`src/rtl/bcpa_pkg.sv`:
```
// Shared constants, codes and types of the contiguous page allocator.
// Depends on nothing; every other file refers to it by scoped names.
`timescale 1ns / 1ps

package bcpa_pkg;

  // Page frames held in the bitmap, and the page size as a shift.
  localparam int MAX_PAGES  = 4096;
  localparam int PAGE_SHIFT = 12;

  // Fixed field widths.
  localparam int ADDR_W = 64;
  localparam int LEN_W  = 13;
  localparam int END_W  = LEN_W + 1;

  // Bitmap organisation: one memory word holds WORD_BITS used-bits.
  localparam int WORD_BITS  = 64;
  localparam int IDX_W      = $clog2(MAX_PAGES);
  localparam int BIT_W      = $clog2(WORD_BITS);
  localparam int WORD_IDX_W = IDX_W - BIT_W;
  localparam int MAP_WORDS  = MAX_PAGES / WORD_BITS;

  // Bit counter of the serial adder.
  localparam int CNT_W = $clog2(ADDR_W);

  // Configuration register indexes.
  localparam int CFG_IDX_W = 1;
  localparam logic [CFG_IDX_W-1:0] CFG_PAGES_IN_USE = 1'b0;
  localparam logic [CFG_IDX_W-1:0] CFG_FRAME_BASE   = 1'b1;

  // Request commands.
  localparam logic CMD_ALLOC = 1'b0;
  localparam logic CMD_FREE  = 1'b1;

  typedef enum logic [2:0] {
    ST_IDLE,
    ST_SCAN_LD,
    ST_SCAN_BIT,
    ST_ADD,
    ST_RANGE,
    ST_MARK_RD,
    ST_MARK_WR,
    ST_FINISH
  } state_t;

  typedef struct packed {
    logic load;
    logic step;
    logic cin;
  } add_ctrl_t;

  typedef struct packed {
    logic                  en;
    logic [WORD_IDX_W-1:0] addr;
    logic [WORD_BITS-1:0]  data;
  } bm_wr_t;

endpackage

```
`src/rtl/bcpa_bitmap.sv`:
```
// Used-bit store: a word-wide memory with a registered read port and per-word
// valid bits, so that a word never written since reset reads as all free.
// Depends on bcpa_pkg for widths and the write struct.
`timescale 1ns / 1ps

module bcpa_bitmap (
  input  logic                            clk,
  input  logic                            rst,
  input  logic [bcpa_pkg::WORD_IDX_W-1:0] rd_addr,
  output logic [bcpa_pkg::WORD_BITS-1:0]  rd_word,
  input  bcpa_pkg::bm_wr_t                wr
);

  logic [bcpa_pkg::WORD_BITS-1:0] mem [bcpa_pkg::MAP_WORDS];
  logic [bcpa_pkg::MAP_WORDS-1:0] word_valid;
  logic [bcpa_pkg::WORD_BITS-1:0] mem_q;
  logic                           rd_vld;

  always_ff @(posedge clk) begin
    if (wr.en) begin
      mem[wr.addr] <= wr.data;
    end
    mem_q <= mem[rd_addr];
  end

  always_ff @(posedge clk) begin
    if (rst) begin
      word_valid <= '0;
      rd_vld     <= 1'b0;
    end else begin
      if (wr.en) begin
        word_valid[wr.addr] <= 1'b1;
      end
      rd_vld <= word_valid[rd_addr];
    end
  end

  assign rd_word = rd_vld ? mem_q : '0;

endmodule

```
`config.mk`:
```
export PLATFORM = sky130hd
export DESIGN_NAME = bcpa_bitmap
export DESIGN_NICKNAME = d
export VERILOG_FILES = /design/src/rtl/bcpa_pkg.sv /design/src/rtl/bcpa_bitmap.sv
export SDC_FILE = /design/constraint.sdc
export NUM_CORES = 2
export LEC_CHECK = 0
export BUFFER_PORTS_ARGS = -buffer_cell sky130_fd_sc_hd__buf_2
export CAP_MARGIN = 20
export CORE_MARGIN = 3
export CORE_UTILIZATION = 56
export CTS_CLUSTER_DIAMETER = 120
export DETAILED_ROUTE_END_ITERATION = 8
export GPL_ROUTABILITY_DRIVEN = 0
export PLACE_DENSITY = 0.75
export SLEW_MARGIN = 20
export SYNTH_ARGS = -nofsm -noshare
export SYNTH_HDL_FRONTEND = slang
export SYNTH_SLANG_ARGS = --single-unit
```
`constraint.sdc`:
```
create_clock -name clk -period 6.8 [get_ports clk]
set_clock_uncertainty 0.15 [all_clocks]
set_input_delay 1.36 -clock clk [delete_from_list [all_inputs] [get_ports clk]]
set_output_delay 1.36 -clock clk [all_outputs]
set_load 0.05 [all_outputs]
```
==> metrics.txt <==
row count=between 150 and 200; Die Y=between 500 and 600 um; TNS Setup=0 ps; P&R area growth vs syn=12.5%; root buffer cell=clkbuf_16; Synth Flop Type=edfxtp_1; Iter 0 DRT Violations=~12000; DR vias=~80000; crit-path max cell delay=just under 700 ps; CP startpoint kind=flop; CP arrival=between 3000 and 4000 ps; max frequency=approximately 220 MHz; status=finished clean; CTS tree=done; Chip Width=approximately 540 um; Worst-path clk slew=approximately 60 ps; Tot Pwr=53800 uW; Mapped Avg Cell Area=between 20 and 25 sq um; DRC violation count after routing=0; vias in the first global route=roughly 80000; Via density=6.91; pin count of the biggest net entering global routing=about 130; post-CTS sizing=0; register area share after synthesis=0.786; final hold violations=0; total wire length=between 400000 and 500000 um; async set-reset flop share out of synthesis=0; min-delay worst type=reg -> reg; Tcrit/Tclk final=0.678; Mapped Nets=a little over 7000; final setup violation count=0; Top Ports=between 100 and 150; Synthesis Warnings=0; iteration count of the initial detailed-routing pass=6; VDD IR max=roughly 0.00029 V; Post-synth EDFFs=4096; total track usage=0.288; Worst setup EP type=output pin; post-DR wirelength/cell=36.8 um; Worst R2R Start=mem[9][34]; layout cell share with drive strength beyond 1=0.276; Fin Hold WS=322 ps; CTS Hold Buffers Added=0; Setup WS post-layout=roughly 2200 ps; Net count, final=7445; Crit path required time=5290 ps; # port buffers=142; Cell Chain, Critical Path=buf_4 > and2_1 > buf_2; Synth cell types=42; Slew HR=0.209; CP top delay family=buffers and inverters; Starting Density=0.564; hold path cells=2; CP Max Fanout=38; Leakage Power=between 0.05 and 0.06 uW; floorplan core area=283000 sq um; Pwr Density=299 nW/um^2; global route total overflow=0; # Post-CTS Setup Buffers=0; die area=just under 300000 sq um; worst slew pin tran=about 1200 ps; minimum clock period=4610 ps; clock sinks=between 4000 and 5000; Detailed Place HPWL=around 220000 um; RSZ-0062 raised after global routing=no; CTS Buf Count=between 400 and 500; dpl ws=1890 ps; maxcap violations=0; first-pass GRT wire length=~600000 um; Seq cells post-synth=4225; Setup CP Type=reg -> out; ANT nets after route=0; Worst path slowest cell=dfxtp_4; r2r worst-path depth=5; initial antenna violation count=34; Clk Latency, worst-skew pair=slightly below 1000 ps; Setup crit start=rd_vld; Post-Route Utilization=0.635; Crit. path cell count=3; htree depth=5; Worst Path Buf+Inv=2; HP Start=word_valid[57]; synthesized cell area=about 160000 sq um; Cells after Synth=approximately 7000; final max-slew violation count=0; clock buffer depth=4
## synth_stat cells (7+ instances only)
cell type	count	share of area
buf_6	18	0.0013
o21ai_0	34	0.0011
a221o_1	30	0.0019
edfxtp_1	4096	0.77
o22ai_1	140	0.0055
mux2_2	111	0.0078
clkbuf_1	155	0.0036
nand3_1	7	0.00022
nor4_1	24	0.00094
and2_1	66	0.0026
nor3_1	52	0.0016
nor2_1	318	0.0075
nand2_1	13	0.00031
buf_4	44	0.0021
a221oi_1	50	0.0027
nand2b_1	17	0.00067
nor2b_1	7	0.00027
a31oi_1	11	0.00043
buf_1	47	0.0011
o221a_1	30	0.0021
mux2i_1	331	0.021
dfxtp_1	129	0.016
buf_2	129	0.0040
or2_2	12	0.00047
o221ai_1	70	0.0038
a21oi_1	34	0.0011
mux4_2	981	0.14
## per-layer routing
| metal | up-vias | part of all wire | track usage |
|---|---|---|---|
| li1 | 30500 | - | - |
| met1 | 41900 | 0.35 | 0.396 |
| met2 | 5910 | 0.48 | 0.451 |
| met3 | 1052 | 0.13 | 0.0660 |
| met4 | 12 | 0.049 | 0.125 |
| met5 | - | 0.00017 | 0 |
## per-stage QoR
step / area [sq um] / std cells
floorplan: 160000 / 6983
global route: 180000 / 11500
finish: 180000 / 11500
CTS: 179000 / 11400
global placement: 166000 / 10700
detailed placement: 166000 / 10700
## path summary, 6_finish.rpt
check / endpoint / slack (ps)
worst min register to register: word_valid[57] / 320
worst max-delay path: rd_word[61] / 2190
worst min-delay path: word_valid[57] / 320
worst max register to register: mem_q[34] / 4530
## cell type report
| cell class | instances | area (sq um) |
|---|---|---|
| Sequential cell | 4225 | 126000 |
| Fill cell | 17800 | 103000 |
| Multi-Input combinational cell | 2364 | 32700 |
| Clock buffer | 549 | 11000 |
| Tap cell | 3743 | 4680 |
| Timing Repair Buffer | 368 | 3320 |
| Clock inverter | 204 | 2290 |
| Antenna cell | 18 | 45.0 |
| Inverter | 1 | 3.75 |
## logic make-up (layout without fill, tap and decap cells)
kind of cell           after synthesis  count (layout)  synth area share
muxes                             1423            1423             0.167
buffers and inverters              394            1122            0.0122
other                                0              18                 0
AOI/OAI and AO/OA                  407             407            0.0191
DFF                               4225            4225             0.786
and+or+nand+nor                    534             534            0.0155
## power by group
part | internal, uW | switching [uW]
clock | 12700 | 9660
combinational | 915 | 1540
sequential | 28800 | 135
total | 42400 | 11300
## registers in the layout, indices dropped and copies added, names as in the netlist
register	cells
mem_q	64
rd_vld	1
mem	4096
word_valid	64
## cell usage in the layout (no fill, tap or decap), types with 7 or more instances in the layout
| cell | instances |
|---|---|
| nor2_4 | 61 |
| dfxtp_1 | 128 |
| nor3_1 | 48 |
| or2_2 | 11 |
| nor4_1 | 24 |
| a31oi_1 | 11 |
| diode_2 | 18 |
| clkinvlp_4 | 9 |
| mux2_2 | 111 |
| o221a_1 | 30 |
| a21oi_1 | 34 |
| and2_1 | 66 |
| a221o_1 | 30 |
| mux2i_1 | 331 |
| clkbuf_8 | 33 |
| nor2_1 | 256 |
| nand2b_1 | 15 |
| buf_12 | 59 |
| inv_6 | 7 |
| o21ai_0 | 34 |
| clkinv_2 | 62 |
| o221ai_1 | 70 |
| buf_2 | 115 |
| clkbuf_1 | 110 |
| nand2_1 | 11 |
| buf_4 | 186 |
| clkinv_16 | 13 |
| mux4_2 | 981 |
| edfxtp_1 | 4096 |
| bufinv_16 | 34 |
| o22ai_1 | 140 |
| nand3_1 | 7 |
| a221oi_1 | 50 |
| clkinv_1 | 67 |
| clkbuf_16 | 406 |
## tightest hold or removal path, stage by stage (launching register included)
cell and delay, ps:
dfxtp_1 330, nor2_1 50, nor2_1 70
Power figures use the tool's default switching activity.
