$ cat src/rtl/bcpa_pkg.sv
// Shared constants, codes and types of the contiguous page allocator.
// Depends on nothing; every other file refers to it by scoped names.
`timescale 1ns / 1ps

package bcpa_pkg;

  // Page frames held in the bitmap, and the page size as a shift.
  localparam int MAX_PAGES  = 4096;
  localparam int PAGE_SHIFT = 12;

  // Fixed field widths.
  localparam int ADDR_W = 64;
  localparam int LEN_W  = 13;
  localparam int END_W  = LEN_W + 1;

  // Bitmap organisation: one memory word holds WORD_BITS used-bits.
  localparam int WORD_BITS  = 64;
  localparam int IDX_W      = $clog2(MAX_PAGES);
  localparam int BIT_W      = $clog2(WORD_BITS);
  localparam int WORD_IDX_W = IDX_W - BIT_W;
  localparam int MAP_WORDS  = MAX_PAGES / WORD_BITS;

  // Bit counter of the serial adder.
  localparam int CNT_W = $clog2(ADDR_W);

  // Configuration register indexes.
  localparam int CFG_IDX_W = 1;
  localparam logic [CFG_IDX_W-1:0] CFG_PAGES_IN_USE = 1'b0;
  localparam logic [CFG_IDX_W-1:0] CFG_FRAME_BASE   = 1'b1;

  // Request commands.
  localparam logic CMD_ALLOC = 1'b0;
  localparam logic CMD_FREE  = 1'b1;

  typedef enum logic [2:0] {
    ST_IDLE,
    ST_SCAN_LD,
    ST_SCAN_BIT,
    ST_ADD,
    ST_RANGE,
    ST_MARK_RD,
    ST_MARK_WR,
    ST_FINISH
  } state_t;

  typedef struct packed {
    logic load;
    logic step;
    logic cin;
  } add_ctrl_t;

  typedef struct packed {
    logic                  en;
    logic [WORD_IDX_W-1:0] addr;
    logic [WORD_BITS-1:0]  data;
  } bm_wr_t;

endpackage

$ cat src/rtl/bcpa_serial_add.sv
// Bit-serial 64-bit adder: operands shift out one bit a cycle while step is set, the sum shifts in.
// Depends on bcpa_pkg for widths and the control struct.
`timescale 1ns / 1ps

module bcpa_serial_add (
  input  logic                       clk,
  input  bcpa_pkg::add_ctrl_t        ctrl,
  input  logic [bcpa_pkg::ADDR_W-1:0] opa_in,
  input  logic [bcpa_pkg::ADDR_W-1:0] opb_in,
  output logic [bcpa_pkg::ADDR_W-1:0] sum
);

  logic [bcpa_pkg::ADDR_W-1:0] opa;
  logic [bcpa_pkg::ADDR_W-1:0] opb;
  logic                        carry;
  logic                        sum_bit;

  assign sum_bit = opa[0] ^ opb[0] ^ carry;

  always_ff @(posedge clk) begin
    if (ctrl.load) begin
      opa   <= opa_in;
      opb   <= opb_in;
      carry <= ctrl.cin;
    end else if (ctrl.step) begin
      opa   <= opa >> 1;
      opb   <= opb >> 1;
      carry <= (opa[0] & opb[0]) | (carry & (opa[0] ^ opb[0]));
      sum   <= {sum_bit, sum[bcpa_pkg::ADDR_W-1:1]};
    end
  end

endmodule

$ cat config.mk
export PLATFORM = sky130hd
export DESIGN_NAME = bcpa_serial_add
export DESIGN_NICKNAME = d
export VERILOG_FILES = /design/src/rtl/bcpa_pkg.sv /design/src/rtl/bcpa_serial_add.sv
export SDC_FILE = /design/constraint.sdc
export NUM_CORES = 1
export LEC_CHECK = 0
export BUFFER_PORTS_ARGS = -buffer_cell sky130_fd_sc_hd__buf_2
export CELL_PAD_IN_SITES_DETAIL_PLACEMENT = 0
export CELL_PAD_IN_SITES_GLOBAL_PLACEMENT = 2
export CORE_MARGIN = 8
export CORE_UTILIZATION = 37
export CTS_BUF_LIST = sky130_fd_sc_hd__clkbuf_8
export DETAILED_ROUTE_END_ITERATION = 12
export GPL_ROUTABILITY_DRIVEN = 0
export PLACE_DENSITY = 0.84
export SYNTH_ARGS = -nofsm -noshare
export SYNTH_HDL_FRONTEND = slang
export SYNTH_SLANG_ARGS = --single-unit
$ cat constraint.sdc
create_clock -name clk -period 3.9 [get_ports clk]
set_input_delay 0 -clock clk [delete_from_list [all_inputs] [get_ports clk]]
set_output_delay 0 -clock clk [all_outputs]
set_load 0.02 [all_outputs]
==> results.sh, run 1 <==
export IMPL_r2r_start="opa[0]$_DFFE_PP_"
export IMPL_synth_cell_types=9
export IMPL_period_needed_ns=1.78
export IMPL_htree_levels=4
export IMPL_worstSetupStartpointType="input pin"
export IMPL_p_leak_nw=4.35
export IMPL_criticalPathCategory="in -> reg"
export IMPL_async_flop_share_pct=0
export IMPL_synth_cells=340
export IMPL_synth_seq_cells=193
export IMPL_relSlewSlack_pct=37.3
export IMPL_worst_path_max_fanout=37
export IMPL_status="finished clean"
export IMPL_cts_tree="built"
export IMPL_r2r_end="carry$_DFFE_PP_"
export IMPL_finalHoldViolCount=0
export IMPL_clockBufferDepth=2
export IMPL_arrival_ns=1.91
export IMPL_rsz0062_at_grt="false"
export IMPL_regToRegSetupSlack_ns=2.58
export IMPL_antenna_left=0
export IMPL_ys_warn_count=0
export IMPL_fill_cells=1664
export IMPL_die_area_um2=25800
export IMPL_synth_flop_cell="edfxtp_1"
export IMPL_clkTransAtPathRegs_ns=0.11
export IMPL_rows=53
export IMPL_track_usage_pct=13.0
export IMPL_initial_core_util_pct=37.2
export IMPL_yosysSeqAreaShare_pct=75.0
export IMPL_min_from="ctrl[2]"
export IMPL_post_cts_setup_buffers=0
export IMPL_dp_hpwl_mm=10.3
export IMPL_cp_required_ns=4.02
export IMPL_drtPass1Iterations=4
export IMPL_ios=196
export IMPL_cap_violations=0
export IMPL_synth_top_area_cell="edfxtp_1"
export IMPL_cts_root_buf="clkbuf_8"
export IMPL_finalSetupViolCount=0
export IMPL_crit_path_end_kind="flip-flop"
export IMPL_die_h_um=161
export IMPL_yosys_top_cells_count="edfxtp_1, mux2_4, mux2_2"
export IMPL_avgViaCountPerCell=4.48
export IMPL_fin_ws_ns=2.12
export IMPL_p_per_area_nw_per_um2=408
export IMPL_grt_pass1_vias=4843
export IMPL_drive_gt1_share_pct=52.5
export IMPL_reg2reg_depth=2
export IMPL_syn_area_um2=7730
export IMPL_cts_resized=0
export IMPL_wl_per_cell_um=17.2
export IMPL_vias=4311
export IMPL_portBuffers=195
export IMPL_drt_iter0_markers=253
export IMPL_hold_class="in -> reg"
export IMPL_drc=0
export IMPL_synth_edf_count=193
export IMPL_hold_end="opa[37]$_DFFE_PP_"
export IMPL_cts_sinks=193
export IMPL_place_ws_ns=1.80
export IMPL_slew_viol_final=0
export IMPL_wirelength_mm=16.6
export IMPL_grt_pass1_wl_mm=26.5
export IMPL_max_freq_mhz=560
export IMPL_synthToLayoutAreaGrowth_pct=38.2
export IMPL_yosys_top_cells_area="edfxtp_1, mux2_4, mux2_2, buf_6, buf_2"
export IMPL_fp_coreArea_um2=20800
export IMPL_clock_latency_ns=0.45
export IMPL_yosysTopAreaCellShare_pct=75.0
export IMPL_setup_tns_final_ns=0
export IMPL_worst_pin_slew_ns=0.939
export IMPL_yosysMostFrequentCell="edfxtp_1"
export IMPL_period_share_pct=45.8
export IMPL_worstHoldPathCells=2
export IMPL_grt_start_max_net_pins=121
export IMPL_final_core_util_pct=51.5
export IMPL_syn_num_nets=473
export IMPL_avgSynthCellArea_um2=22.7
export IMPL_cts_made_buffers=17
export IMPL_nets=806
export IMPL_fin_skew_ns=0.0176
export IMPL_die_x_um=161
export IMPL_grt_overflow=0
export IMPL_irDropWorstVdd_v=0.000219
export IMPL_antenna_found_initial=2
==> logic make-up after synthesis <==
kind of cell | count (synthesis) | share of synthesized area (%)
muxes | 127 | 22.7
and+or+nand+nor | 4 | 0.324
DFF | 193 | 75.0
adders and majority gates | 1 | 0.259
buffers and inverters | 15 | 1.78
==> placed cells by master, fill, tap and decap left out, drive strengths merged <==
master,netlist,final
nor2b,1,1
clkbuf,0,17
dlygate4sd3,0,130
fa,1,1
or2,1,1
inv,0,6
edfxtp,193,193
clkinv,0,8
clkinvlp,0,1
mux2,127,127
buf,15,199
diode,0,2
and2,2,2
==> metal layers <==
layer  global-route usage [%]  part of all wire (%)  up-vias
li1                         -                     -     2013
met1                     16.3                    45     2124
met2                     20.2                    47      156
met3                     5.45                   7.5       16
met4                     3.74                   1.3        2
met5                        0                 0.078        -
==> registers in the layout (all words and copies together) (netlist names) <==
| register | count |
|---|---|
| carry | 1 |
| sum | 64 |
| opa | 64 |
| opb | 64 |
==> worst max path at each step <==
stage,to,start,slack [ns]
2_1_floorplan,sum[0]$_DFFE_PP_,ctrl[2],0.14
3_3_place_gp,sum[14]$_DFFE_PP_,ctrl[2],1.92
3_5_place_dp,sum[0]$_DFFE_PP_,ctrl[2],1.80
4_1_cts,sum[6]$_DFFE_PP_,ctrl[1],2.17
5_1_grt,sum[59]$_DFFE_PP_,ctrl[1],2.05
6_report,sum[56]$_DFFE_PP_,ctrl[1],2.12
==> worst max-delay path: stages <==
cell and delay (ns):
dlygate4sd3_1 0.53, buf_2 0.12, nor2b_4 0.76, buf_4 0.46
==> what timing repair did <==
item	4_1_cts	5_1_grt
hold endpoints to repair	138	0
hold buffers	130	0
setup endpoints to repair	0	0
==> cell type report <==
cell class,instances,area (µm²),share of cell area [%]
Tap cell,275,344,3.22
Clock buffer,17,234,2.19
Sequential cell,193,5800,54.2
Multi-Input combinational cell,132,1810,16.9
Antenna cell,2,5.00,0.0468
Clock inverter,15,171,1.60
Timing Repair Buffer,329,2330,21.8
==> report_power, final <==
part	total (mW)	internal, mW	switching (mW)
logic	0.520	0.327	0.193
registers	2.55	2.49	0.0618
clock network	1.28	0.487	0.793
==> metrics by stage <==
step | cell area [µm²] | instances | power (mW) | hold slack, ns
2_1_floorplan | 7730 | 340 | 2.88 | 0.204
3_3_place_gp | 8970 | 799 | 3.00 | 0.301
3_5_place_dp | 8970 | 799 | 3.02 | 0.297
4_1_cts | 10700 | 961 | 4.41 | 0.244
5_1_grt | 10700 | 962 | 4.54 | 0.258
6_report | 10700 | 963 | 4.36 | 0.288
No activity file was read; power rests on OpenSTA's default activity.
==> run 2, diff against run 1 <==
Settings changed: ABC_AREA set to 1, CORE_UTILIZATION 37 to 32, PLACE_DENSITY 0.84 to 0.83.
Clock period 3.9 ns to 1.6 ns, I/O delays scaled along.
==> results.sh, run 2 <==
export IMPL_status="finished clean"
export IMPL_rsz0062_at_grt="false"
export IMPL_die_h_um=169
export IMPL_drc=0
export IMPL_max_freq_mhz=835
export IMPL_cts_made_buffers=17
export IMPL_yosys_top_cells_area="edfxtp_1, nand2_1, buf_6, buf_2, fa_1"
export IMPL_track_usage_pct=12.6
export IMPL_crit_path_end_kind="flip-flop"
export IMPL_nets=1072
export IMPL_initial_core_util_pct=32.3
export IMPL_p_leak_nw=4.70
export IMPL_die_area_um2=28700
export IMPL_vias=5327
export IMPL_antenna_left=0
export IMPL_grt_start_max_net_pins=67
export IMPL_diodes=0
export IMPL_avgViaCountPerCell=4.19
export IMPL_worstSetupStartpointType="input pin"
export IMPL_finalSetupViolCount=0
export IMPL_irDropWorstVdd_v=0.000382
export IMPL_cpPeakStageDelay_ns=0.60
export IMPL_wirelength_mm=18.3
export IMPL_path_cells="dlygate4sd3_1 > buf_2 > nand2_1 > dlygate4sd3_1 > nand2_1"
export IMPL_yosys_top_cells_count="nand2_1, edfxtp_1, buf_6"
export IMPL_yosysSeqAreaShare_pct=77.0
export IMPL_fp_coreArea_um2=23300
export IMPL_synth_cells=612
export IMPL_arrival_ns=1.41
export IMPL_slew_viol_final=0
export IMPL_avgSynthCellArea_um2=12.3
export IMPL_clockBufferDepth=2
export IMPL_grt_pass1_vias=5548
export IMPL_synth_flop_cell="edfxtp_1"
export IMPL_worstHoldPathCells=3
export IMPL_yosysTopAreaCellShare_pct=77.0
export IMPL_layout_common_cells="nand2_1, buf_2, edfxtp_1, dlygate4sd3_1, clkbuf_8"
export IMPL_fin_ws_ns=0.402
export IMPL_fin_skew_ns=0.0157
export IMPL_grt_pass1_wl_mm=28.6
export IMPL_synth_top_area_cell="edfxtp_1"
export IMPL_holdBufCountCts=132
export IMPL_period_needed_ns=1.20
export IMPL_criticalPathCategory="in -> reg"
export IMPL_fill_cells=2189
export IMPL_mostFrequentLayoutCell="nand2_1"
export IMPL_cap_violations=0
export IMPL_hold_class="in -> reg"
export IMPL_antenna_found_initial=0
export IMPL_synth_seq_cells=193
export IMPL_post_cts_setup_buffers=0
export IMPL_syn_num_nets=745
export IMPL_clkTransAtPathRegs_ns=0.09
export IMPL_crit_buf_inv=3
export IMPL_rows=56
export IMPL_ios=196
export IMPL_totalPowerFinal_mw=10.6
export IMPL_clock_latency_ns=0.45
export IMPL_portBuffers=195
export IMPL_yosysMostFrequentCell="nand2_1"
export IMPL_cts_tree="built"
export IMPL_die_x_um=169
export IMPL_async_flop_share_pct=0
export IMPL_period_share_pct=74.9
export IMPL_relSlewSlack_pct=68.3
export IMPL_worst_path_max_fanout=1
export IMPL_cts_root_buf="clkbuf_8"
export IMPL_wl_per_cell_um=14.4
export IMPL_ys_warn_count=0
export IMPL_p_per_area_nw_per_um2=1000
export IMPL_finalHoldViolCount=0
export IMPL_slowest_stage="dlygate4sd3_1"
export IMPL_reg2reg_depth=3
export IMPL_htree_levels=4
export IMPL_drive_gt1_share_pct=25.0
export IMPL_dp_hpwl_mm=11.8
export IMPL_final_core_util_pct=45.4
export IMPL_layoutNonFillerInstCount=1271
export IMPL_cp_required_ns=1.81
export IMPL_syn_area_um2=7520
export IMPL_cts_resized=0
export IMPL_synth_edf_count=193
export IMPL_setup_tns_final_ns=0
export IMPL_crit_family="buffers and inverters"
export IMPL_cp_depth=5
export IMPL_synthToLayoutAreaGrowth_pct=40.3
export IMPL_place_ws_ns=0.405
export IMPL_worst_pin_slew_ns=0.476
export IMPL_cts_sinks=193
export IMPL_grt_overflow=0
export IMPL_dp_cells=1107
export IMPL_largestRegisters="opa (64), opb (64), sum (64)"
export IMPL_drt_iter0_markers=302
export IMPL_drtPass1Iterations=4
export IMPL_synth_cell_types=11
-- run 2: cell count changes after synthesis, moves of 2 or more --
cell,change
and2_1,-2
buf_2,+7
inv_1,+3
mux2_2,-41
mux2_4,-86
buf_6,+4
nand2_1,+384
-- run 2: through the flow --
stage,hold slack [ns],cell area (µm²)
5_1_grt,0.128,10600
2_1_floorplan,0.173,7560
4_1_cts,0.124,10600
3_5_place_dp,0.263,8830
3_3_place_gp,0.261,8830
6_report,0.150,10600
-- run 2: area by class of cell --
cell class                 count  area (µm²)  share of cell area [%]
clock buffer                  17         234                    2.22
tap                          319         399                    3.78
inverter                       4        17.5                   0.166
clock inverter                15         171                    1.62
multi-input combinational    386        1490                    14.1
sequential                   193        5800                    54.9
timing repair buffer         337        2450                    23.2
-- run 2: routing by layer --
layer | wire (µm) | vias to the layer above | global-route usage (%)
li1 | - | 2669 | -
met3 | 1130 | 15 | 4.37
met1 | 8600 | 2494 | 16.4
met2 | 8280 | 149 | 19.7
met5 | 0 | - | 0
met4 | 248 | 0 | 3.35
-- run 2: power breakdown --
part / switching (mW) / leakage, nW / internal (mW) / total [mW]
clock network: 1.83 / 0.204 / 1.44 / 3.27
logic: 0.589 / 2.54 / 0.539 / 1.13
registers: 0.126 / 1.95 / 6.05 / 6.18
-- run 2: worst paths after layout --
kind,start,end,slack [ns]
setup / recovery,opa_in[31],opa[31]$_DFFE_PP_,0.40
hold / removal,ctrl[2],sum[63]$_DFFE_PP_,0.15
setup reg to reg,opa[0]$_DFFE_PP_,carry$_DFFE_PP_,0.42
hold reg to reg,sum[61]$_DFFE_PP_,sum[60]$_DFFE_PP_,0.45
-- run 2: worst min-delay path: stages --
cell,delay [ns]
buf_4,0.16
nor2_4,0.05
buf_12,0.18
-- run 2: cells by family after synthesis --
family	count (synthesis)	share of synthesized area, %
flip-flops	193	77.0
adder cells (fa/ha/maj)	1	0.266
buffers and inverters	33	3.48
AND/OR/NAND/NOR	385	19.2
==> run 3, diff against run 2 <==
Settings changed: CORE_UTILIZATION 32 to 35, PLACE_DENSITY 0.83 to 0.86.
Clock period 1.6 ns to 1.2 ns, I/O delays scaled along.
==> results.sh, run 3 (same netlist as run 2, synthesis figures left out) <==
export IMPL_grt_pass1_vias=5703
export IMPL_cts_root_buf="clkbuf_8"
export IMPL_track_usage_pct=13.9
export IMPL_criticalPathCategory="reg -> reg"
export IMPL_period_share_pct=99.9
export IMPL_p_per_area_nw_per_um2=1330
export IMPL_drive_gt1_share_pct=25.9
export IMPL_crit_path_end_kind="flip-flop"
export IMPL_grt_start_max_net_pins=62
export IMPL_synthToLayoutAreaGrowth_pct=41.0
export IMPL_fp_coreArea_um2=21100
export IMPL_portBuffers=195
export IMPL_grt_overflow=0
export IMPL_rsz0062_at_grt="true"
export IMPL_avgViaCountPerCell=4.36
export IMPL_diodes=0
export IMPL_crit_start="opa[0]$_DFFE_PP_"
export IMPL_mostFrequentLayoutCell="nand2_1"
export IMPL_die_x_um=163
export IMPL_largestRegisters="opa (64), opb (64), sum (64)"
export IMPL_wl_per_cell_um=14.6
export IMPL_reg2reg_depth=3
export IMPL_cts_made_buffers=17
export IMPL_cts_sinks=193
export IMPL_dp_cells=1076
export IMPL_worst_path_max_fanout=1
export IMPL_status="finished clean"
export IMPL_vias=5383
export IMPL_drt_iter0_markers=276
export IMPL_hold_slack_ns=0.0605
export IMPL_clkTransAtPathRegs_ns=0.09
export IMPL_die_area_um2=26400
export IMPL_clockBufferDepth=2
export IMPL_period_needed_ns=1.20
export IMPL_wirelength_mm=18.0
export IMPL_p_leak_nw=4.77
export IMPL_rows=53
export IMPL_antenna_left=0
export IMPL_grt_pass1_wl_mm=29.3
export IMPL_layout_common_cells="nand2_1, buf_2, edfxtp_1, dlygate4sd3_1, clkbuf_8"
export IMPL_regToRegSetupSlack_ns=0.001
export IMPL_antenna_found_initial=0
export IMPL_relSlewSlack_pct=57.8
export IMPL_drtPass1Iterations=5
export IMPL_cp_required_ns=1.40
export IMPL_irDropWorstVdd_v=0.000686
export IMPL_final_core_util_pct=50.3
export IMPL_cap_violations=0
export IMPL_drc=0
export IMPL_ios=196
export IMPL_max_freq_mhz=834
export IMPL_slew_viol_final=0
export IMPL_r2r_start="opa[0]$_DFFE_PP_"
export IMPL_finalHoldViolCount=0
export IMPL_fill_cells=1904
export IMPL_die_h_um=163
export IMPL_r2r_end="carry$_DFFE_PP_"
export IMPL_worst_pin_slew_ns=0.634
export IMPL_finalSetupViolCount=0
export IMPL_worstSetupStartpointType="flip-flop"
export IMPL_htree_levels=4
export IMPL_worstSetupEndpoint="carry$_DFFE_PP_"
export IMPL_setup_tns_final_ns=0
export IMPL_cts_tree="built"
export IMPL_layoutNonFillerInstCount=1236
export IMPL_initial_core_util_pct=35.7
export IMPL_arrival_ns=1.40
export IMPL_nets=1082
export IMPL_dp_hpwl_mm=11.9
export IMPL_fin_skew_ns=0.0181
export IMPL_clock_latency_ns=0.44
export IMPL_hold_class="in -> reg"
[run 3: changes by cell type in the layout (fill, tap and decap cells not counted), moves of 3 or more]
| cell | change |
|---|---|
| buf_12 | +4 |
| inv_8 | -4 |
| dlygate4sd3_1 | -3 |
| buf_4 | +9 |
[run 3: per-layer routing]
layer	vias to the layer above	global-route usage, %	wire [µm]
met5	-	0	0
met4	0	2.84	134
met3	10	4.80	1320
met2	173	21.6	8290
met1	2516	18.6	8250
li1	2684	-	-
[run 3: what timing repair did]
action | CTS | global route
hold endpoints to repair | 129 | 0
setup endpoints to repair | 1 | 1
hold buffers | 129 | 0
gates resized for setup | 1 | 0
cloned | 0 | 0
buffers inserted | 0 | 0
[run 3: worst min-delay path by stage]
stage / cells past startpoint / slack [ns] / to / from
3_5_place_dp: 3 / 0.26 / opb[63]$_SDFFCE_PN0P_ / opb_in[63]
4_1_cts: 4 / 0.01 / opb[17]$_DFFE_PP_ / ctrl[2]
2_1_floorplan: 2 / 0.17 / opa[63]$_SDFFCE_PN0P_ / opa_in[63]
3_3_place_gp: 3 / 0.26 / opb[63]$_SDFFCE_PN0P_ / opb_in[63]
5_1_grt: 4 / 0.03 / opb[17]$_DFFE_PP_ / ctrl[2]
6_report: 4 / 0.06 / opb[17]$_DFFE_PP_ / ctrl[2]
[run 3: layout make-up]
cell class                 count  area, µm²  share of cell area [%]
multi-input combinational    386       1490                    14.1
clock buffer                  17        234                    2.21
clock inverter                14        159                    1.50
inverter                       4       17.5                   0.165
tap                          275        344                    3.24
timing repair buffer         347       2570                    24.2
sequential                   193       5800                    54.6
[run 3: where the power goes]
part	internal (mW)	total [mW]	switching [mW]
Clock	2.05	4.32	2.26
Sequential	8.07	8.24	0.172
Combinational	0.760	1.55	0.788
[run 3: stage by stage]
step | worst slack, ns | area, µm² | total power, mW
after floorplan | -0.394 | 7560 | 9.07
after global placement | 0.0245 | 8920 | 9.60
after detailed placement | -0.0367 | 8920 | 9.63
after CTS | 0.00127 | 10600 | 14.3
after global routing | -0.0341 | 10600 | 14.7
final | 0.00123 | 10600 | 14.1
[run 3: critical path: stages, from the launching register on]
cell and delay [ns]:
edfxtp_1 0.43, fa_2 0.40, nand2_1 0.08, nand2_1 0.05
